## src/design/bdsi_pkg.sv

```systemverilog
// Shared types, constants and helper functions for the burst detector sketch insert block.
// Used by bdsi_ctrl, bdsi_dp and burst_detect_sketch_insert_top; depends on nothing else.
`default_nettype none
package bdsi_pkg;

    localparam int LIGHT_ENTRIES    = 1024;
    localparam int HEAVY_BUCKETS    = 256;
    localparam int SLOTS_PER_BUCKET = 4;
    localparam int LIGHT_HASHES     = 4;
    localparam int INDEX_FIELDS     = 4;

    localparam int VAL_W     = 18;
    localparam int ID_W      = 31;
    localparam int TIME_W    = 32;
    localparam int W_W       = 16;
    localparam int BKT_IN_W  = 8;
    localparam int IDX_IN_W  = 10;
    localparam int CFG_IDX_W = 2;

    localparam int LI_W  = $clog2(LIGHT_ENTRIES);
    localparam int HB_W  = (HEAVY_BUCKETS > 1) ? $clog2(HEAVY_BUCKETS) : 1;
    localparam int SL_W  = (SLOTS_PER_BUCKET > 1) ? $clog2(SLOTS_PER_BUCKET) : 1;
    localparam int LH_W  = $clog2(LIGHT_HASHES);
    localparam int IF_W  = $clog2(INDEX_FIELDS);
    localparam int CLEAR_LEN = (LIGHT_ENTRIES > HEAVY_BUCKETS) ? LIGHT_ENTRIES : HEAVY_BUCKETS;
    localparam int CLR_W = $clog2(CLEAR_LEN);

    // Input request packing, lowest bits first.
    localparam int OFF_ID   = 0;
    localparam int OFF_TIME = OFF_ID + ID_W;
    localparam int OFF_TEMP = OFF_TIME + TIME_W;
    localparam int OFF_BKT  = OFF_TEMP + VAL_W;
    localparam int OFF_LI   = OFF_BKT + BKT_IN_W;
    localparam int IN_BITS  = OFF_LI + INDEX_FIELDS * IDX_IN_W;
    localparam int IN_W     = ((IN_BITS + 7) / 8) * 8;
    localparam int OUT_W    = ((ID_W + TIME_W + 7) / 8) * 8;

    localparam logic [CFG_IDX_W-1:0] REG_BURST_THR = 2'd0;
    localparam logic [CFG_IDX_W-1:0] REG_WEAK_THR  = 2'd1;
    localparam logic [CFG_IDX_W-1:0] REG_KEEP_W    = 2'd2;

    localparam logic [VAL_W-1:0] BURST_THR_RESET = 18'd78080;
    localparam logic [VAL_W-1:0] WEAK_THR_RESET  = 18'd77568;
    localparam logic [W_W-1:0]   KEEP_W_RESET    = 16'd58982;

    typedef logic [VAL_W-1:0] val_t;
    typedef logic [LIGHT_HASHES-1:0][VAL_W-1:0] vec_t;

    typedef struct packed {
        logic [SLOTS_PER_BUCKET-1:0][ID_W-1:0]  ids;
        logic [SLOTS_PER_BUCKET-1:0][VAL_W-1:0] avgs;
    } row_t;

    typedef enum logic [3:0] {
        ST_CLEAR,
        ST_IDLE,
        ST_HCHK,
        ST_HDEC,
        ST_HMUL,
        ST_HUPD,
        ST_HWB,
        ST_LRD,
        ST_LMUL,
        ST_LWR,
        ST_SORT,
        ST_EST,
        ST_PROM,
        ST_DONE
    } state_t;

    typedef struct packed {
        logic            clear;
        logic            accept;
        logic            hchk;
        logic            hmul;
        logic            hupd;
        logic            hwb;
        logic            lrd;
        logic            lmul;
        logic            lwr;
        logic            sort;
        logic            est;
        logic            prom;
        logic            load_out;
        logic [CLR_W-1:0] clr_addr;
        logic [SL_W-1:0]  slot;
        logic [LH_W-1:0]  hash;
    } cmd_t;

    typedef struct packed {
        logic hit;
        logic out_free;
    } sts_t;

    // Ascending sort of a few narrow values by a small exchange network.
    function automatic vec_t sort_up(input vec_t v);
        vec_t r;
        val_t t;
        r = v;
        for (int i = 0; i < LIGHT_HASHES - 1; i++) begin
            for (int k = 0; k < LIGHT_HASHES - 1 - i; k++) begin
                if (r[k] > r[k+1]) begin
                    t      = r[k];
                    r[k]   = r[k+1];
                    r[k+1] = t;
                end
            end
        end
        return r;
    endfunction

endpackage
`default_nettype wire

```

## src/design/bdsi_ctrl.sv

```systemverilog
// Controller state machine of the burst detector: sequences clearing, heavy and light paths.
// Depends on bdsi_pkg; drives command signals into bdsi_dp and reads its status.
`default_nettype none
module bdsi_ctrl (
    input  wire logic          aclk,
    input  wire logic          aresetn,
    input  wire logic          s_tvalid,
    output logic               s_tready,
    input  wire bdsi_pkg::sts_t sts,
    output bdsi_pkg::cmd_t     cmd
);

    bdsi_pkg::state_t              state_reg, state_next;
    logic [bdsi_pkg::CLR_W-1:0]    clr_reg, clr_next;
    logic [bdsi_pkg::SL_W-1:0]     slot_reg, slot_next;
    logic [bdsi_pkg::LH_W-1:0]     hash_reg, hash_next;

    always_ff @(posedge aclk) begin
        if (!aresetn) begin
            state_reg <= bdsi_pkg::ST_CLEAR;
            clr_reg   <= '0;
            slot_reg  <= '0;
            hash_reg  <= '0;
        end else begin
            state_reg <= state_next;
            clr_reg   <= clr_next;
            slot_reg  <= slot_next;
            hash_reg  <= hash_next;
        end
    end

    always_comb begin
        state_next   = state_reg;
        clr_next     = clr_reg;
        slot_next    = slot_reg;
        hash_next    = hash_reg;
        s_tready     = 1'b0;
        cmd          = '0;
        cmd.clr_addr = clr_reg;
        cmd.slot     = slot_reg;
        cmd.hash     = hash_reg;
        case (state_reg)
            bdsi_pkg::ST_CLEAR: begin
                cmd.clear = 1'b1;
                clr_next  = clr_reg + 1'b1;
                if (clr_reg == bdsi_pkg::CLR_W'(bdsi_pkg::CLEAR_LEN - 1)) begin
                    state_next = bdsi_pkg::ST_IDLE;
                end
            end
            bdsi_pkg::ST_IDLE: begin
                s_tready = 1'b1;
                if (s_tvalid) begin
                    cmd.accept = 1'b1;
                    state_next = bdsi_pkg::ST_HCHK;
                end
            end
            bdsi_pkg::ST_HCHK: begin
                cmd.hchk   = 1'b1;
                state_next = bdsi_pkg::ST_HDEC;
            end
            bdsi_pkg::ST_HDEC: begin
                slot_next = '0;
                hash_next = '0;
                if (sts.hit) begin
                    state_next = bdsi_pkg::ST_HMUL;
                end else begin
                    state_next = bdsi_pkg::ST_LRD;
                end
            end
            bdsi_pkg::ST_HMUL: begin
                cmd.hmul   = 1'b1;
                state_next = bdsi_pkg::ST_HUPD;
            end
            bdsi_pkg::ST_HUPD: begin
                cmd.hupd = 1'b1;
                if (slot_reg == bdsi_pkg::SL_W'(bdsi_pkg::SLOTS_PER_BUCKET - 1)) begin
                    state_next = bdsi_pkg::ST_HWB;
                end else begin
                    slot_next  = slot_reg + 1'b1;
                    state_next = bdsi_pkg::ST_HMUL;
                end
            end
            bdsi_pkg::ST_HWB: begin
                cmd.hwb    = 1'b1;
                state_next = bdsi_pkg::ST_DONE;
            end
            bdsi_pkg::ST_LRD: begin
                cmd.lrd    = 1'b1;
                state_next = bdsi_pkg::ST_LMUL;
            end
            bdsi_pkg::ST_LMUL: begin
                cmd.lmul   = 1'b1;
                state_next = bdsi_pkg::ST_LWR;
            end
            bdsi_pkg::ST_LWR: begin
                cmd.lwr = 1'b1;
                if (hash_reg == bdsi_pkg::LH_W'(bdsi_pkg::LIGHT_HASHES - 1)) begin
                    state_next = bdsi_pkg::ST_SORT;
                end else begin
                    hash_next  = hash_reg + 1'b1;
                    state_next = bdsi_pkg::ST_LRD;
                end
            end
            bdsi_pkg::ST_SORT: begin
                cmd.sort   = 1'b1;
                state_next = bdsi_pkg::ST_EST;
            end
            bdsi_pkg::ST_EST: begin
                cmd.est    = 1'b1;
                state_next = bdsi_pkg::ST_PROM;
            end
            bdsi_pkg::ST_PROM: begin
                cmd.prom   = 1'b1;
                state_next = bdsi_pkg::ST_DONE;
            end
            bdsi_pkg::ST_DONE: begin
                if (sts.out_free) begin
                    cmd.load_out = 1'b1;
                    state_next   = bdsi_pkg::ST_IDLE;
                end
            end
            default: begin
                state_next = bdsi_pkg::ST_IDLE;
            end
        endcase
    end

    // The bucket check always follows directly on an accepted request.
    a_hchk_after_accept: assert property (@(posedge aclk) disable iff (!aresetn)
        state_reg == bdsi_pkg::ST_HCHK |-> $past(state_reg) == bdsi_pkg::ST_IDLE
                                           && $past(s_tvalid))
        else $error("bucket check without an accepted request");

    // Once the clearing pass is over, the storage is never cleared again.
    a_clear_once: assert property (@(posedge aclk) disable iff (!aresetn)
        state_reg != bdsi_pkg::ST_CLEAR |=> state_reg != bdsi_pkg::ST_CLEAR)
        else $error("clearing pass re-entered");

    // The light path begins at the first hash.
    a_light_start: assert property (@(posedge aclk) disable iff (!aresetn)
        state_reg == bdsi_pkg::ST_LRD && $past(state_reg) == bdsi_pkg::ST_HDEC
        |-> hash_reg == '0)
        else $error("light path started at a later hash");

endmodule
`default_nettype wire

```

## config.mk

```make
export PLATFORM = sky130hd
export DESIGN_NAME = bdsi_ctrl
export DESIGN_NICKNAME = d
export VERILOG_FILES = /design/src/design/bdsi_pkg.sv /design/src/design/bdsi_ctrl.sv
export SDC_FILE = /design/constraint.sdc
export NUM_CORES = 1
export LEC_CHECK = 0
export ABC_CLOCK_PERIOD_IN_PS = 1700
export BUFFER_PORTS_ARGS = -buffer_cell sky130_fd_sc_hd__buf_2
export CORE_ASPECT_RATIO = 0.8
export CORE_MARGIN = 10
export CORE_UTILIZATION = 46
export CTS_CLUSTER_DIAMETER = 200
export DETAILED_ROUTE_END_ITERATION = 7
export PLACE_DENSITY = 0.75
export SYNTH_ARGS = -nofsm -noshare
export SYNTH_HDL_FRONTEND = slang
export SYNTH_SLANG_ARGS = --single-unit
```

## constraint.sdc

```tcl
create_clock -name aclk -period 1.7 [get_ports aclk]
set_clock_uncertainty 0.05 [all_clocks]
set_input_delay 0.34 -clock aclk [delete_from_list [all_inputs] [get_ports aclk]]
set_output_delay 0.34 -clock aclk [all_outputs]
set_load 0.03 [all_outputs]
```

==> impl_results.md <==
* Outcome: complete, but fails checks
* Failing checks: negative setup slack
* I/O pins at 33
* Reg-to-reg critical path startpoint: state_reg[2]
* Vias after detailed routing at approximately 1,300
* Slew headroom at 67.9%
* Yosys top cell area share at 31.7%
* Worst setup SP type: flip-flop
* R2r worst-path depth at 6
* Layer with the highest usage: met2
* Height of the die at around 64 µm
* Maximum clock frequency at 0.545 GHz
* Area Overhead vs Synth at 59.7%
* Pleak at 0.762 nW
* Fin crit share at 108%
* 1st-iter DRT viols at 120
* Worst hold-check path type: input port to flip-flop
* # DRC at 0
* Hold path cells at 5
* Mapped Avg Cell Area at roughly 7.6 µm²
* Placer Congestion at between 0.8 and 0.9
* Multi-input logic area at 858 µm²
* Power Density at ~420 nW/µm²
* Global-route wire length before repair at ~5500 µm
* # setup viols final at 11
* Final hold violation count at 0
* Req. time, crit path at approximately 1.3 ns
* Worst skew pair latency at between 0.3 and 0.4 ns
* Clock buffer count from CTS at 3
* Critical Path, Cell by Cell: or4_4 > clkinvlp_4 > buf_6
* Yosys top cell by area: dfxtp_1
* Crit Path Class: flip-flop to output port
* DR vias/cell at about 5.9
* Vias in the first global route at around 1,100
* CTS tree: built
* HPWL after DPL at around 2400 µm
* Die Wd at about 76 µm
* Hold endpoint: state_reg[0]
* CTS Root Cell: clkbuf_4
* Share of cells above drive strength 1 at between 40% and 50%
* Max VDD drop at 0.422 mV
* Pre-CTS setup slack at roughly 0.040 ns
* Nets at 205
* Max cap viols at 0
* Crit path largest cell delay at between 0.5 and 0.6 ns
* Core Region at about 2400 µm²
* Net Count, Synth at ~160
* Largest net degree at the start of global routing at 26
* Drt total wl at roughly 4100 µm
* Gate Count Post-Synth at roughly 150
* Hold buffer count at cts at 0
* Initial antenna violation count at 0
* DR WL/cell at around 18 µm
* Register bit total from synthesis at 18
* Crit-path max FO at 2
* Final Max Tran Viols at 0
* H-Tree Depth at 1
* GR Util met2 at 23.1%
* Row count at 16
* Crit path max-delay cell type: or4_4
* Element type at the critical path end: output port
* Worst-Margin Slew at 0.475 ns
* I/O Buffers at 32
* Antenna Cells at 0
* GRT Util Overall at 13.8%
* HP Start: aresetn
* Reg area at 370 µm²
* RSZ-0062 raised after global routing: true
* Drt first pass iters at 4
* Synth area leaders: dfxtp_1 32%, nor2_1 5.9%, nor3_1 5.3%, nand2_1 5.0%, o21ai_0 4.0%
* Met3 global-route usage at between 4 and 5%
* Slack of the worst reg-to-reg path at 0 ns
* Worst EP arrival at 1.45 ns
* Starting Density at between 40% and 50%
* Antenna Violating Nets Remaining at 0
* Clk sinks at 18
* Clock-pin slew on the worst setup and hold paths at approximately 0.11 ns
* Sequential share of the synthesized area at about a third
* Die ar. at ~4900 µm²
* R2R Path End: clr_reg[8]
* Max FFs per register at 10
* Remaining Overflow, GRT at 0
* Yosys cell types at 35
* Number of fill cells in the layout at approximately 150
* Clk buf depth at 2
* Crit path time final at ~1.8 ns
* Met1 Usage GRT at between 15 and 20%
* Tot Pwr at 0.765 mW
* Setup WS post-layout at -0.135 ns
* Mapped Area at 1140 µm²
* Ys Warns at 0
-- cell usage after synthesis --
cell and number:
dfxtp_1 18, nor2_1 18, nand2_1 15, nor3_1 12
o21ai_0 9, inv_1 8, clkbuf_1 7, nor2b_1 6
a21oi_1 5, xnor2_1 5, nand3_1 4, a31oi_1 3
and2_1 3, ha_1 3, mux2i_1 3, xor2_1 3
buf_6 2, nand2b_1 2, nand4_1 2, nor3b_1 2
nor4_1 2, nor4bb_1 2, o32ai_1 2, o41ai_1 2
a21o_1 1, a22o_1 1, a22oi_1 1, and3_1 1
buf_2 1, nor3_2 1, nor4_4 1, nor4b_1 1
o311a_1 1, or3_1 1, or4_4 1
-- layout make-up --
class | count | area share (%)
multi-input cells | 113 | 47.3
well taps | 27 | 1.86
clock buffers | 4 | 2.00
inverters | 8 | 2.14
flip-flops and latches | 18 | 20.4
repair buffers | 53 | 26.3
-- power by group --
part	total [mW]	internal [mW]	switching, mW
Sequential	0.435	0.427	0.00769
Combinational	0.0545	0.0193	0.0352
Clock	0.276	0.131	0.145
Total	0.765	0.577	0.188
-- worst max-delay path by stage --
stage	start	to	slack (ns)	cells after the start
floorplan	state_reg[2]	cmd[25]	-0.09	4
global placement	clr_reg[3]	state_reg[2]	0.09	4
detailed placement	clr_reg[0]	state_reg[2]	0.04	5
CTS	state_reg[2]	cmd[26]	-0.14	3
global route	state_reg[1]	cmd[26]	-0.17	3
finish	state_reg[1]	cmd[26]	-0.14	3
-- through the flow --
| step | area [µm²] | cells | hold WS, ns | util [%] | setup TNS, ns |
|---|---|---|---|---|---|
| after floorplan | 1220 | 149 | 0.473 | - | -0.209 |
| after global placement | 1460 | 211 | 0.416 | 60.8 | 0 |
| after detailed placement | 1460 | 211 | 0.420 | 60.8 | 0 |
| after CTS | 1600 | 217 | 0.373 | 66.7 | -0.369 |
| after global routing | 1810 | 223 | 0.414 | 75.5 | -1.24 |
| final | 1810 | 223 | 0.402 | 75.5 | -0.590 |
-- per-layer routing --
layer | up-vias | share of wire (%)
met5 | - | 0
met4 | 0 | 2.7
met3 | 16 | 8.8
met2 | 67 | 51
met1 | 619 | 37
li1 | 615 | -
-- timing repair --
| item | CTS | global route |
|---|---|---|
| pin swaps | 3 | 8 |
| resized for setup | 32 | 32 |
| buffers inserted | 2 | 5 |
| cloned | 0 | 2 |
| endpoints found under the setup margin | 14 | 21 |
-- worst max-delay path: cells and delay by family (launching register included) --
| family | cells | cell delay, ns |
|---|---|---|
| and+or+nand+nor | 1 | 0.55 |
| DFF | 1 | 0.35 |
| buffers and inverters | 2 | 0.23 |
-- cell usage in the layout, fill, tap and decap left out, types with 4 or more instances in the layout --
cell type,synthesis,layout
a21oi_1,5,5
buf_2,1,18
buf_4,0,15
buf_6,2,15
dfxtp_1,18,12
dfxtp_2,0,5
inv_1,8,5
nand2_1,15,12
nand3_1,4,4
nor2_1,18,14
nor2b_1,6,6
nor3_1,12,5
nor3_4,0,6
o21ai_0,9,9
xnor2_1,5,5
-- cell families after synthesis --
kind of cell	Yosys count	share of synthesized area (%)
DFF	18	31.7
adders and majority gates	3	3.30
buffers and inverters	18	7.38
AOI/OAI and AO/OA	25	13.9
xor gates and xnor gates	8	6.17
muxes	3	2.64
and+or+nand+nor	74	34.9
Power figures use the tool's default switching activity.
